[src/rtl/tldg_pkg.sv]
package tldg_pkg;

    // sequencer states: sizing steps first, then the word emit steps
    typedef enum logic [3:0] {
        S_IDLE,
        S_MUL_WH,
        S_TEST,
        S_MUL_BLK,
        S_MUL_TILES,
        S_LIST,
        S_DESC,
        S_CHECK,
        S_ERR_SPACE,
        S_ERR_DONE,
        S_TILE0,
        S_TILE1,
        S_TILE2,
        S_TILE3,
        S_TERM0,
        S_TERM1
    } t_state;

    typedef enum logic [1:0] {
        STAT_OK       = 2'd0,
        STAT_NO_SPACE = 2'd1,
        STAT_FINISHED = 2'd2
    } t_status;

    typedef enum logic [1:0] {
        REG_FRAME_WIDTH     = 2'd0,
        REG_FRAME_HEIGHT    = 2'd1,
        REG_BASE_ADDRESS    = 2'd2,
        REG_AVAILABLE_BYTES = 2'd3
    } t_reg_idx;

    localparam int FRAME_W      = 12;
    localparam int AVAIL_W      = 25;
    localparam int GRID_W       = 9;
    localparam int SHIFT_W      = 4;
    localparam int SUB_W        = 8;
    localparam int TILE_SHIFT   = 4;
    localparam int TILE_PIX     = 16;
    localparam int MUL_A_W      = 17;
    localparam int TILES_W      = 17;
    localparam int AREA_ALIGN   = 64;
    localparam int PAGE_BYTES   = 4096;
    localparam int LIST_SHIFT   = 2;
    localparam int DESC_SHIFT   = 4;
    localparam int DESC_BYTES   = 16;

    localparam logic [31:0] WORD_TILE_XY    = 32'hB800_0000;
    localparam logic [31:0] WORD_ADDR_SET   = 32'hE000_0002;
    localparam logic [31:0] WORD_ADDR_MASK  = 32'hE000_0003;
    localparam logic [31:0] WORD_TILE_END   = 32'hB000_0000;
    localparam logic [31:0] WORD_STREAM_END = 32'hBC00_0000;

endpackage

[src/rtl/tldg_mul.sv]
module tldg_mul #(
    parameter int A_W = 17,
    parameter int B_W = 13
) (
    input  logic               i_clk,
    input  logic               i_en,
    input  logic [A_W-1:0]     i_a,
    input  logic [B_W-1:0]     i_b,
    output logic [A_W+B_W-1:0] o_prod
);

    logic [A_W+B_W-1:0] r_prod;

    always_ff @(posedge i_clk) begin
        if (i_en) begin
            r_prod <= i_a * i_b;
        end
    end

    assign o_prod = r_prod;

endmodule

[src/rtl/tile_list_descriptor_generator.sv]
// tile list descriptor generator
//
// input channel: i_in_valid / o_in_stall carrying i_restart. output channel:
// o_out_valid / i_out_stall carrying o_word, o_last, o_stream_end, o_status.
// the user writes registers over the apb port only while the block is idle;
// the block itself does not enforce this.
// a restart transfer sizes the frame with one shared multiplier under the
// sequencer: it is accepted in idle, then the block count test repeats,
// halving the larger block dimension each time, until the count fits; the
// layout arithmetic follows. a restart that fits gives no result; one that
// does not gives a single error word. a continue transfer emits one word
// per cycle from the output register while the receiver does not stall:
// four words per tile, plus the two terminator words after the last tile.
// only one item is worked at a time; o_in_stall is high while the sequencer
// is busy after an accept, until the item's last word has been loaded.
// when the receiver stalls, the output register holds its word and the
// sequencer waits; no word is lost or repeated.
// after reset the registers hold their defaults and the stream counts as
// finished, so a continue before any restart returns a finished status.
module tile_list_descriptor_generator
    import tldg_pkg::*;
#(
    parameter int MAX_BLOCKS  = 320,
    parameter int BLOCK_BYTES = 512
) (
    input  logic        i_clk,
    input  logic        i_rst_n,

    input  logic        i_in_valid,
    output logic        o_in_stall,
    input  logic        i_restart,

    output logic        o_out_valid,
    input  logic        i_out_stall,
    output logic [31:0] o_word,
    output logic        o_last,
    output logic        o_stream_end,
    output logic [1:0]  o_status,

    input  logic        psel,
    input  logic        penable,
    input  logic        pwrite,
    input  logic [3:0]  paddr,
    input  logic [31:0] pwdata,
    output logic [31:0] prdata,
    output logic        pready
);

    localparam int BB_W    = $clog2(BLOCK_BYTES + 1);
    localparam int B_W     = (BB_W > GRID_W) ? BB_W : GRID_W;
    localparam int P_W     = MUL_A_W + B_W;
    localparam int BO_W    = $clog2(MAX_BLOCKS * BLOCK_BYTES + 1);
    localparam int ACC_W   = ((BO_W > 21) ? BO_W : 21) + 2;
    localparam int CMP_W   = (ACC_W > AVAIL_W) ? ACC_W : AVAIL_W;

    // configuration
    logic [FRAME_W-1:0] r_frame_w;
    logic [FRAME_W-1:0] r_frame_h;
    logic [31:0]        r_base;
    logic [AVAIL_W-1:0] r_avail;

    // walk state
    t_state             r_state, n_state;
    logic               r_running, n_running;
    logic [GRID_W-1:0]  r_w, n_w;
    logic [GRID_W-1:0]  r_h, n_h;
    logic [SHIFT_W-1:0] r_shift_cols, n_shift_cols;
    logic [SHIFT_W-1:0] r_shift_rows, n_shift_rows;
    logic [GRID_W-1:0]  r_tile_cols, n_tile_cols;
    logic [GRID_W-1:0]  r_tile_rows, n_tile_rows;
    logic [GRID_W-1:0]  r_super_x, n_super_x;
    logic [GRID_W-1:0]  r_super_y, n_super_y;
    logic [SUB_W-1:0]   r_sub_i, n_sub_i;
    logic [SUB_W-1:0]   r_sub_j, n_sub_j;
    logic [BO_W-1:0]    r_block_offset, n_block_offset;
    logic [ACC_W-1:0]   r_acc, n_acc;

    // output register
    logic               r_out_valid;
    logic [31:0]        r_word;
    logic               r_last;
    logic               r_end;
    t_status            r_status;

    logic               w_accept;
    logic               w_cfg_wr;
    logic               w_emit;
    logic               w_load;
    logic               w_has_tile;
    logic               w_over;
    logic               w_fits;
    logic               w_done_after;

    logic               w_mul_en;
    logic [MUL_A_W-1:0] w_mul_a;
    logic [B_W-1:0]     w_mul_b;
    logic [P_W-1:0]     w_prod;

    logic [GRID_W-1:0]  w_step_x;
    logic [GRID_W-1:0]  w_step_y;
    logic [GRID_W:0]    w_inc_i;
    logic [GRID_W:0]    w_inc_j;
    logic [GRID_W:0]    w_next_x;
    logic [GRID_W:0]    w_next_y;
    logic [SUB_W-1:0]   c_sub_i, c_sub_j;
    logic [GRID_W-1:0]  c_super_x, c_super_y;
    logic [BO_W-1:0]    c_block_offset;
    logic [GRID_W:0]    c_super_y_full;

    logic [FRAME_W:0]   w_round_w;
    logic [FRAME_W:0]   w_round_h;
    logic [MUL_A_W-1:0] w_cols_wide;
    logic [MUL_A_W-1:0] w_rows_wide;
    logic [ACC_W-1:0]   w_list_sum;
    logic [ACC_W-1:0]   w_desc_sum;
    logic [ACC_W-1:0]   w_blk_sum;
    logic [TILES_W-1:0] w_tiles;
    logic [31:0]        w_addr;
    logic [SUB_W-1:0]   w_x;
    logic [SUB_W-1:0]   w_y;

    logic [31:0]        e_word;
    logic               e_last;
    logic               e_end;
    t_status            e_status;

    tldg_mul #(
        .A_W (MUL_A_W),
        .B_W (B_W)
    ) u_mul (
        .i_clk  (i_clk),
        .i_en   (w_mul_en),
        .i_a    (w_mul_a),
        .i_b    (w_mul_b),
        .o_prod (w_prod)
    );

    assign pready     = 1'b1;
    assign w_cfg_wr   = psel && penable && pwrite && pready;
    assign o_in_stall = (r_state != S_IDLE);
    assign w_accept   = i_in_valid && !o_in_stall;

    always_comb begin
        unique case (t_reg_idx'(paddr[3:2]))
            REG_FRAME_WIDTH:     prdata = {{(32-FRAME_W){1'b0}}, r_frame_w};
            REG_FRAME_HEIGHT:    prdata = {{(32-FRAME_W){1'b0}}, r_frame_h};
            REG_BASE_ADDRESS:    prdata = r_base;
            REG_AVAILABLE_BYTES: prdata = {{(32-AVAIL_W){1'b0}}, r_avail};
        endcase
    end

    always_ff @(posedge i_clk) begin
        if (!i_rst_n) begin
            r_frame_w <= FRAME_W'(TILE_PIX);
            r_frame_h <= FRAME_W'(TILE_PIX);
            r_base    <= '0;
            r_avail   <= AVAIL_W'(1048576);
        end else if (w_cfg_wr) begin
            unique case (t_reg_idx'(paddr[3:2]))
                REG_FRAME_WIDTH:     r_frame_w <= pwdata[FRAME_W-1:0];
                REG_FRAME_HEIGHT:    r_frame_h <= pwdata[FRAME_W-1:0];
                REG_BASE_ADDRESS:    r_base    <= pwdata;
                REG_AVAILABLE_BYTES: r_avail   <= pwdata[AVAIL_W-1:0];
            endcase
        end
    end

    // tile and superblock stepping
    assign w_step_x   = GRID_W'(1) << r_shift_cols;
    assign w_step_y   = GRID_W'(1) << r_shift_rows;
    assign w_inc_i    = (GRID_W+1)'(r_sub_i) + 1'b1;
    assign w_inc_j    = (GRID_W+1)'(r_sub_j) + 1'b1;
    assign w_next_x   = (GRID_W+1)'(r_super_x) + (GRID_W+1)'(w_step_x);
    assign w_next_y   = (GRID_W+1)'(r_super_y) + (GRID_W+1)'(w_step_y);
    assign w_has_tile = (r_tile_cols != '0) && (r_super_y < r_tile_rows);

    always_comb begin
        c_sub_i        = r_sub_i;
        c_sub_j        = r_sub_j;
        c_super_x      = r_super_x;
        c_super_y      = r_super_y;
        c_block_offset = r_block_offset;
        c_super_y_full = (GRID_W+1)'(r_super_y);
        if (w_inc_i >= (GRID_W+1)'(w_step_x)) begin
            c_sub_i = '0;
            if (w_inc_j >= (GRID_W+1)'(w_step_y)) begin
                c_sub_j        = '0;
                c_block_offset = r_block_offset + BO_W'(BLOCK_BYTES);
                if (w_next_x >= (GRID_W+1)'(r_tile_cols)) begin
                    c_super_x      = '0;
                    c_super_y      = w_next_y[GRID_W-1:0];
                    c_super_y_full = w_next_y;
                end else begin
                    c_super_x = w_next_x[GRID_W-1:0];
                end
            end else begin
                c_sub_j = w_inc_j[SUB_W-1:0];
            end
        end else begin
            c_sub_i = w_inc_i[SUB_W-1:0];
        end
    end

    assign w_done_after = (r_tile_cols == '0) || (c_super_y_full >= (GRID_W+1)'(r_tile_rows));

    // sizing arithmetic
    assign w_round_w   = (FRAME_W+1)'(r_frame_w) + (FRAME_W+1)'(TILE_PIX - 1);
    assign w_round_h   = (FRAME_W+1)'(r_frame_h) + (FRAME_W+1)'(TILE_PIX - 1);
    assign w_over      = w_prod > P_W'(MAX_BLOCKS);
    assign w_cols_wide = MUL_A_W'(r_w) << r_shift_cols;
    assign w_rows_wide = MUL_A_W'(r_h) << r_shift_rows;
    assign w_tiles     = w_prod[TILES_W-1:0];
    assign w_blk_sum   = ACC_W'(w_prod) + ACC_W'(AREA_ALIGN - 1);
    assign w_list_sum  = r_acc + (ACC_W'(w_tiles) << LIST_SHIFT) + ACC_W'(AREA_ALIGN - 1);
    assign w_desc_sum  = r_acc + (ACC_W'(w_tiles) << DESC_SHIFT)
                       + ACC_W'(DESC_BYTES) + ACC_W'(PAGE_BYTES - 1);
    assign w_fits      = CMP_W'(r_acc) <= CMP_W'(r_avail);

    // word fields
    assign w_x    = r_super_x[SUB_W-1:0] + r_sub_i;
    assign w_y    = r_super_y[SUB_W-1:0] + r_sub_j;
    assign w_addr = r_base + 32'(r_block_offset);

    assign w_emit = (r_state == S_ERR_SPACE) || (r_state == S_ERR_DONE)
                 || (r_state == S_TILE0) || (r_state == S_TILE1)
                 || (r_state == S_TILE2) || (r_state == S_TILE3)
                 || (r_state == S_TERM0) || (r_state == S_TERM1);
    assign w_load = w_emit && (!r_out_valid || !i_out_stall);

    // next state
    always_comb begin
        n_state = r_state;
        unique case (r_state)
            S_IDLE: begin
                if (w_accept) begin
                    if (i_restart) begin
                        n_state = S_MUL_WH;
                    end else if (!r_running) begin
                        n_state = S_ERR_DONE;
                    end else if (w_has_tile) begin
                        n_state = S_TILE0;
                    end else begin
                        n_state = S_TERM0;
                    end
                end
            end
            S_MUL_WH:    n_state = S_TEST;
            S_TEST:      n_state = w_over ? S_MUL_WH : S_MUL_BLK;
            S_MUL_BLK:   n_state = S_MUL_TILES;
            S_MUL_TILES: n_state = S_LIST;
            S_LIST:      n_state = S_DESC;
            S_DESC:      n_state = S_CHECK;
            S_CHECK:     n_state = w_fits ? S_IDLE : S_ERR_SPACE;
            S_ERR_SPACE: if (w_load) n_state = S_IDLE;
            S_ERR_DONE:  if (w_load) n_state = S_IDLE;
            S_TILE0:     if (w_load) n_state = S_TILE1;
            S_TILE1:     if (w_load) n_state = S_TILE2;
            S_TILE2:     if (w_load) n_state = S_TILE3;
            S_TILE3:     if (w_load) n_state = w_done_after ? S_TERM0 : S_IDLE;
            S_TERM0:     if (w_load) n_state = S_TERM1;
            S_TERM1:     if (w_load) n_state = S_IDLE;
        endcase
    end

    // datapath and shared multiplier control
    always_comb begin
        n_running      = r_running;
        n_w            = r_w;
        n_h            = r_h;
        n_shift_cols   = r_shift_cols;
        n_shift_rows   = r_shift_rows;
        n_tile_cols    = r_tile_cols;
        n_tile_rows    = r_tile_rows;
        n_super_x      = r_super_x;
        n_super_y      = r_super_y;
        n_sub_i        = r_sub_i;
        n_sub_j        = r_sub_j;
        n_block_offset = r_block_offset;
        n_acc          = r_acc;
        w_mul_en       = 1'b0;
        w_mul_a        = MUL_A_W'(r_w);
        w_mul_b        = B_W'(r_h);
        unique case (r_state)
            S_IDLE: begin
                if (w_accept && i_restart) begin
                    n_running      = 1'b0;
                    n_w            = w_round_w[FRAME_W:TILE_SHIFT];
                    n_h            = w_round_h[FRAME_W:TILE_SHIFT];
                    n_shift_cols   = '0;
                    n_shift_rows   = '0;
                    n_super_x      = '0;
                    n_super_y      = '0;
                    n_sub_i        = '0;
                    n_sub_j        = '0;
                    n_block_offset = '0;
                end
            end
            S_MUL_WH: begin
                w_mul_en = 1'b1;
            end
            S_TEST: begin
                if (w_over) begin
                    // halve the larger block dimension, rounding up
                    if (r_w >= r_h) begin
                        n_w          = GRID_W'((GRID_W+1)'(r_w) + 1'b1 >> 1);
                        n_shift_cols = r_shift_cols + 1'b1;
                    end else begin
                        n_h          = GRID_W'((GRID_W+1)'(r_h) + 1'b1 >> 1);
                        n_shift_rows = r_shift_rows + 1'b1;
                    end
                end else begin
                    n_tile_cols = w_cols_wide[GRID_W-1:0];
                    n_tile_rows = w_rows_wide[GRID_W-1:0];
                end
            end
            S_MUL_BLK: begin
                w_mul_en = 1'b1;
                w_mul_a  = w_prod[MUL_A_W-1:0];
                w_mul_b  = B_W'(BLOCK_BYTES);
            end
            S_MUL_TILES: begin
                w_mul_en = 1'b1;
                w_mul_a  = MUL_A_W'(r_tile_cols);
                w_mul_b  = B_W'(r_tile_rows);
                n_acc    = w_blk_sum & ~ACC_W'(AREA_ALIGN - 1);
            end
            S_LIST: begin
                n_acc = w_list_sum & ~ACC_W'(AREA_ALIGN - 1);
            end
            S_DESC: begin
                n_acc = w_desc_sum & ~ACC_W'(PAGE_BYTES - 1);
            end
            S_CHECK: begin
                n_running = w_fits;
            end
            S_TILE3: begin
                if (w_load) begin
                    n_sub_i        = c_sub_i;
                    n_sub_j        = c_sub_j;
                    n_super_x      = c_super_x;
                    n_super_y      = c_super_y;
                    n_block_offset = c_block_offset;
                end
            end
            S_TERM1: begin
                if (w_load) begin
                    n_running = 1'b0;
                end
            end
            S_ERR_SPACE, S_ERR_DONE, S_TILE0, S_TILE1, S_TILE2, S_TERM0: begin
            end
        endcase
    end

    // word for the current emit step
    always_comb begin
        e_word   = '0;
        e_last   = 1'b0;
        e_end    = 1'b0;
        e_status = STAT_OK;
        unique case (r_state)
            S_ERR_SPACE: begin
                e_last   = 1'b1;
                e_status = STAT_NO_SPACE;
            end
            S_ERR_DONE: begin
                e_last   = 1'b1;
                e_status = STAT_FINISHED;
            end
            S_TILE1: e_word = WORD_TILE_XY | {16'b0, w_y, w_x};
            S_TILE2: e_word = WORD_ADDR_SET | ({3'b0, w_addr[31:3]} & ~WORD_ADDR_MASK);
            S_TILE3: begin
                e_word = WORD_TILE_END;
                e_last = !w_done_after;
            end
            S_TERM1: begin
                e_word = WORD_STREAM_END;
                e_last = 1'b1;
                e_end  = 1'b1;
            end
            S_IDLE, S_MUL_WH, S_TEST, S_MUL_BLK, S_MUL_TILES, S_LIST, S_DESC,
            S_CHECK, S_TILE0, S_TERM0: begin
            end
        endcase
    end

    always_ff @(posedge i_clk) begin
        if (!i_rst_n) begin
            r_state        <= S_IDLE;
            r_running      <= 1'b0;
            r_out_valid    <= 1'b0;
            r_w            <= '0;
            r_h            <= '0;
            r_shift_cols   <= '0;
            r_shift_rows   <= '0;
            r_tile_cols    <= '0;
            r_tile_rows    <= '0;
            r_super_x      <= '0;
            r_super_y      <= '0;
            r_sub_i        <= '0;
            r_sub_j        <= '0;
            r_block_offset <= '0;
        end else begin
            r_state        <= n_state;
            r_running      <= n_running;
            r_w            <= n_w;
            r_h            <= n_h;
            r_shift_cols   <= n_shift_cols;
            r_shift_rows   <= n_shift_rows;
            r_tile_cols    <= n_tile_cols;
            r_tile_rows    <= n_tile_rows;
            r_super_x      <= n_super_x;
            r_super_y      <= n_super_y;
            r_sub_i        <= n_sub_i;
            r_sub_j        <= n_sub_j;
            r_block_offset <= n_block_offset;
            if (w_load) begin
                r_out_valid <= 1'b1;
            end else if (!i_out_stall) begin
                r_out_valid <= 1'b0;
            end
        end
    end

    always_ff @(posedge i_clk) begin
        r_acc <= n_acc;
        if (w_load) begin
            r_word   <= e_word;
            r_last   <= e_last;
            r_end    <= e_end;
            r_status <= e_status;
        end
    end

    assign o_out_valid  = r_out_valid;
    assign o_word       = r_word;
    assign o_last       = r_last;
    assign o_stream_end = r_end;
    assign o_status     = r_status;

    a_end_is_last: assert property (@(posedge i_clk) disable iff (!i_rst_n)
        (o_out_valid && o_stream_end) |-> o_last)
        else $error("stream end word without last");

    a_error_word: assert property (@(posedge i_clk) disable iff (!i_rst_n)
        (o_out_valid && (o_status != STAT_OK)) |-> (o_word == '0) && o_last && !o_stream_end)
        else $error("error result with bad fields");

    a_tile_needs_run: assert property (@(posedge i_clk) disable iff (!i_rst_n)
        (r_state == S_TILE0) |-> r_running)
        else $error("tile emitted while stream not running");

    a_sub_in_range: assert property (@(posedge i_clk) disable iff (!i_rst_n)
        r_running |-> ((GRID_W+1)'(r_sub_i) < (GRID_W+1)'(w_step_x)))
        else $error("sub tile index beyond superblock");

    a_term_stops: assert property (@(posedge i_clk) disable iff (!i_rst_n)
        (r_state == S_TERM1 && w_load) |=> !r_running)
        else $error("stream still running after terminator");

endmodule
[config.mk]
export PLATFORM = sky130hd
export DESIGN_NAME = tile_list_descriptor_generator
export DESIGN_NICKNAME = d
export VERILOG_FILES = /design/src/rtl/tldg_pkg.sv /design/src/rtl/tldg_mul.sv /design/src/rtl/tile_list_descriptor_generator.sv
export SDC_FILE = /design/constraint.sdc
export NUM_CORES = 1
export LEC_CHECK = 0
export BUFFER_PORTS_ARGS = -buffer_cell sky130_fd_sc_hd__buf_2
export CAP_MARGIN = 10
export CORE_ASPECT_RATIO = 0.75
export CORE_MARGIN = 5
export CORE_UTILIZATION = 63
export CTS_CLUSTER_SIZE = 12
export DETAILED_ROUTE_END_ITERATION = 8
export GPL_TIMING_DRIVEN = 1
export MAX_ROUTING_LAYER = met4
export PLACE_DENSITY = 0.82
export SYNTH_ARGS = -nofsm -noshare
export SYNTH_HDL_FRONTEND = slang
export SYNTH_SLANG_ARGS = --single-unit
export TNS_END_PERCENT = 1
[constraint.sdc]
create_clock -name i_clk -period 19 [get_ports i_clk]
set_input_delay 1.9 -clock i_clk [delete_from_list [all_inputs] [get_ports i_clk]]
set_output_delay 1.9 -clock i_clk [all_outputs]
set_load 0.01 [all_outputs]
==> impl_metrics.json <==
{
  "crit_family": "adder cells",
  "synth_edf_count": 79,
  "design_area_um2": 24200,
  "rsz0062_at_grt": "no",
  "power.density_nw_per_um2": 117,
  "numPortBuffers": 111,
  "drc_errors": 0,
  "synth-seq-area-share_pct": 26.3,
  "synth_top_area_share_pct": 15.7,
  "clock_power_share_pct": 17.9,
  "gp_congestion": 0.938,
  "dr.pass1.iters": 6,
  "area_growth_pct": 8.69,
  "internal-power_mw": 1.60,
  "die_y_um": 173,
  "synth_cell_types": 87,
  "p_total_mw": 2.84,
  "final_max_slew_viol_count": 0,
  "p_sw_mw": 1.24,
  "nets": 3068,
  "crit_chain": "nand2_1 > nor3_1 > buf_4 > nor2_1 > buf_4 > a221oi_1 > nor2_1 > fa_1 > fa_1 > fa_1 > fa_1 > fa_1 > ha_1 > a21o_1 > a2111oi_0 > a21oi_1 > o211a_1 > a2111oi_2 > o31ai_1 > a211oi_1 > nor3_1",
  "grtUsageTotal_pct": 30.9,
  "drt-initial-drc-count": 2280,
  "yosys.cell_count.top_type": "nand2_1",
  "num_vias": 19400,
  "synth.avg_cell_area_um2": 8.72,
  "drive_gt1_share_pct": 8.40,
  "fmax_mhz": 120,
  "fp.dieW_um": 227,
  "fin_crit_sh_pct": 44.0,
  "critPathRequiredTime_ns": 19.31,
  "tightestPinTransition_ns": 1.22,
  "antenna_found_initial": 4,
  "leakagePower_nw": 10.6,
  "clk_latency_ns": 0.57,
  "path_clk_slew_ns": 0.06,
  "wirelength_mm": 60.5,
  "clock_sinks": 253,
  "critPathKind": "reg2reg",
  "gr-total-overflow": 0,
  "swShare_pct": 43.7,
  "fin_setup_tns_ns": 0,
  "ys_ff_latch": 253,
  "arrival_ns": 8.67,
  "numCtsBuffers": 27,
  "cpPeakStageDelay_ns": 0.83,
  "end_kind": "register",
  "routedWlPerCell_um": 19.2,
  "synth_top_area_cell": "dfxtp_1",
  "ctsRootBufferMaster": "clkbuf_16",
  "power_frac_seq_pct": 28.3,
  "cts_resized": 0,
  "yosys-top-cells-area": "dfxtp_1 16%, ha_1 13%, fa_1 11%",
  "yosysWarnings": 0,
  "relSlewSlack_pct": 18.1,
  "status": "finished, final reports clean",
  "postSynthCellCount": 2551,
  "period_minus_slack_ns": 8.36,
  "start_util_pct": 64.0,
  "cts_setup_buffers": 0,
  "io-pin-count": 115,
  "cp_num_buf_inv": 2,
  "ir_drop_mv": 0.134,
  "cts_htree_levels": 1,
  "maxCapViolCount": 0,
  "async_flop_share_pct": 0,
  "via_per_inst": 6.15,
  "hp-class": "reg2reg",
  "cpMaxStageDelayCell": "dfxtp_1",
  "cts_tree": "built",
  "ys.flop_type": "dfxtp_1",
  "core_area_um2": 34800,
  "rows": 59,
  "finalSetupViolations": 0,
  "dpl-instance-area_um2": 23400,
  "grt_pass1_wl_mm": 97.0,
  "clockBufferDepth": 3,
  "grt_max_degree": 84,
  "dieArea_um2": 39200,
  "hold_viol_final": 0,
  "grt_pass1_vias": 18500,
  "synth_common_cells": "383 x nand2_1, 228 x ha_1, 211 x inv_1, 174 x dfxtp_1, 161 x nor2_1",
  "syn_area_um2": 22200,
  "pwr-share-comb_pct": 53.9,
  "cp_max_fo": 27,
  "startpoint_type": "register",
  "drtAntennaViolNets": 0,
  "fin_worst_skew_ns": 0.0171,
  "cpMostUsedCell": "fa_1",
  "dp_hpwl_mm": 46.7,
  "cts_hold_buffers": 0
}
layer usage:
metal | vias up | share of wire (%) | GRT usage [%]
met2 | 981 | 44 | 45.6
met4 | 0 | 2.5 | 6.92
li1 | 9029 | - | -
met3 | 125 | 10 | 6.10
met1 | 9241 | 43 | 44.6
met5 | - | 0 | -
area by class of cell:
class	count	area [µm²]
Multi-Input combinational cell	2046	15400
Inverter	217	815
Clock inverter	7	53.8
Sequential cell	253	5860
Fill cell	2657	10600
Antenna cell	4	10.0
Timing Repair Buffer	129	691
Clock buffer	38	757
Tap cell	457	572
cells in the final DEF, fill, tap and decap left out, drive strengths merged, types with 72 or more instances in the layout:
master and n:
a21oi 139, buf 129, conb 73, dfxtp 174
edfxtp 79, fa 122, ha 228, inv 216
nand2 383, nor2 161, o21ai 72, xnor2 94
cells by family (layout without fill, tap and decap cells):
group	Yosys count	after routing	share of synthesized area, %
multiplexers	77	77	4.20
AO/OA/AOI/OAI	523	523	15.9
XOR/XNOR	144	144	5.67
flip-flops	253	253	26.3
other	2	77	0.0338
adder cells (fa/ha/maj)	352	352	23.9
AND/OR/NAND/NOR	877	877	18.4
buffers and inverters	323	391	5.60
per-stage QoR:
stage,setup WS (ns),std cells,hold slack (ns),util [%]
after CTS,10.80,3147,0.480,69.5
after floorplan,12.12,2622,0.433,-
final,10.64,3151,0.482,69.5
after global placement,10.94,3102,0.441,67.2
after global routing,10.19,3151,0.497,69.5
after detailed placement,10.82,3102,0.471,67.2
power by group through the flow:
stage | logic (mW) | registers (mW) | clock network (mW)
after floorplan | 1.16 | 0.763 | 0
after global placement | 1.41 | 0.803 | 0
after detailed placement | 1.48 | 0.806 | 0
after CTS | 1.50 | 0.796 | 0.510
after global routing | 1.68 | 0.808 | 0.537
final | 1.53 | 0.802 | 0.507
state kept, by name, summed over array words and instances, names as in the netlist, 12 cells and up:
register / flops
r_base: 32
o_word: 31
u_mul.o_prod: 27
r_avail: 25
r_acc: 17
r_frame_h: 12
r_frame_w: 12
path summary, 6_finish.rpt:
kind | from | to | slack [ns] | cells past startpoint
worst max-delay path | r_state[1] | u_mul.o_prod[24] | 10.64 | 21
worst max register to register | r_state[1] | u_mul.o_prod[24] | 10.64 | 21
worst min register to register | r_frame_w[1] | r_frame_w[1] | 0.48 | 2
worst min-delay path | r_frame_w[1] | r_frame_w[1] | 0.48 | 2
tightest hold or removal path, cell delays in order, from the launching register on:
cell and delay [ns]:
dfxtp_1 0.32, nand2_1 0.05, a21boi_0 0.06
Power figures use the tool's default switching activity.
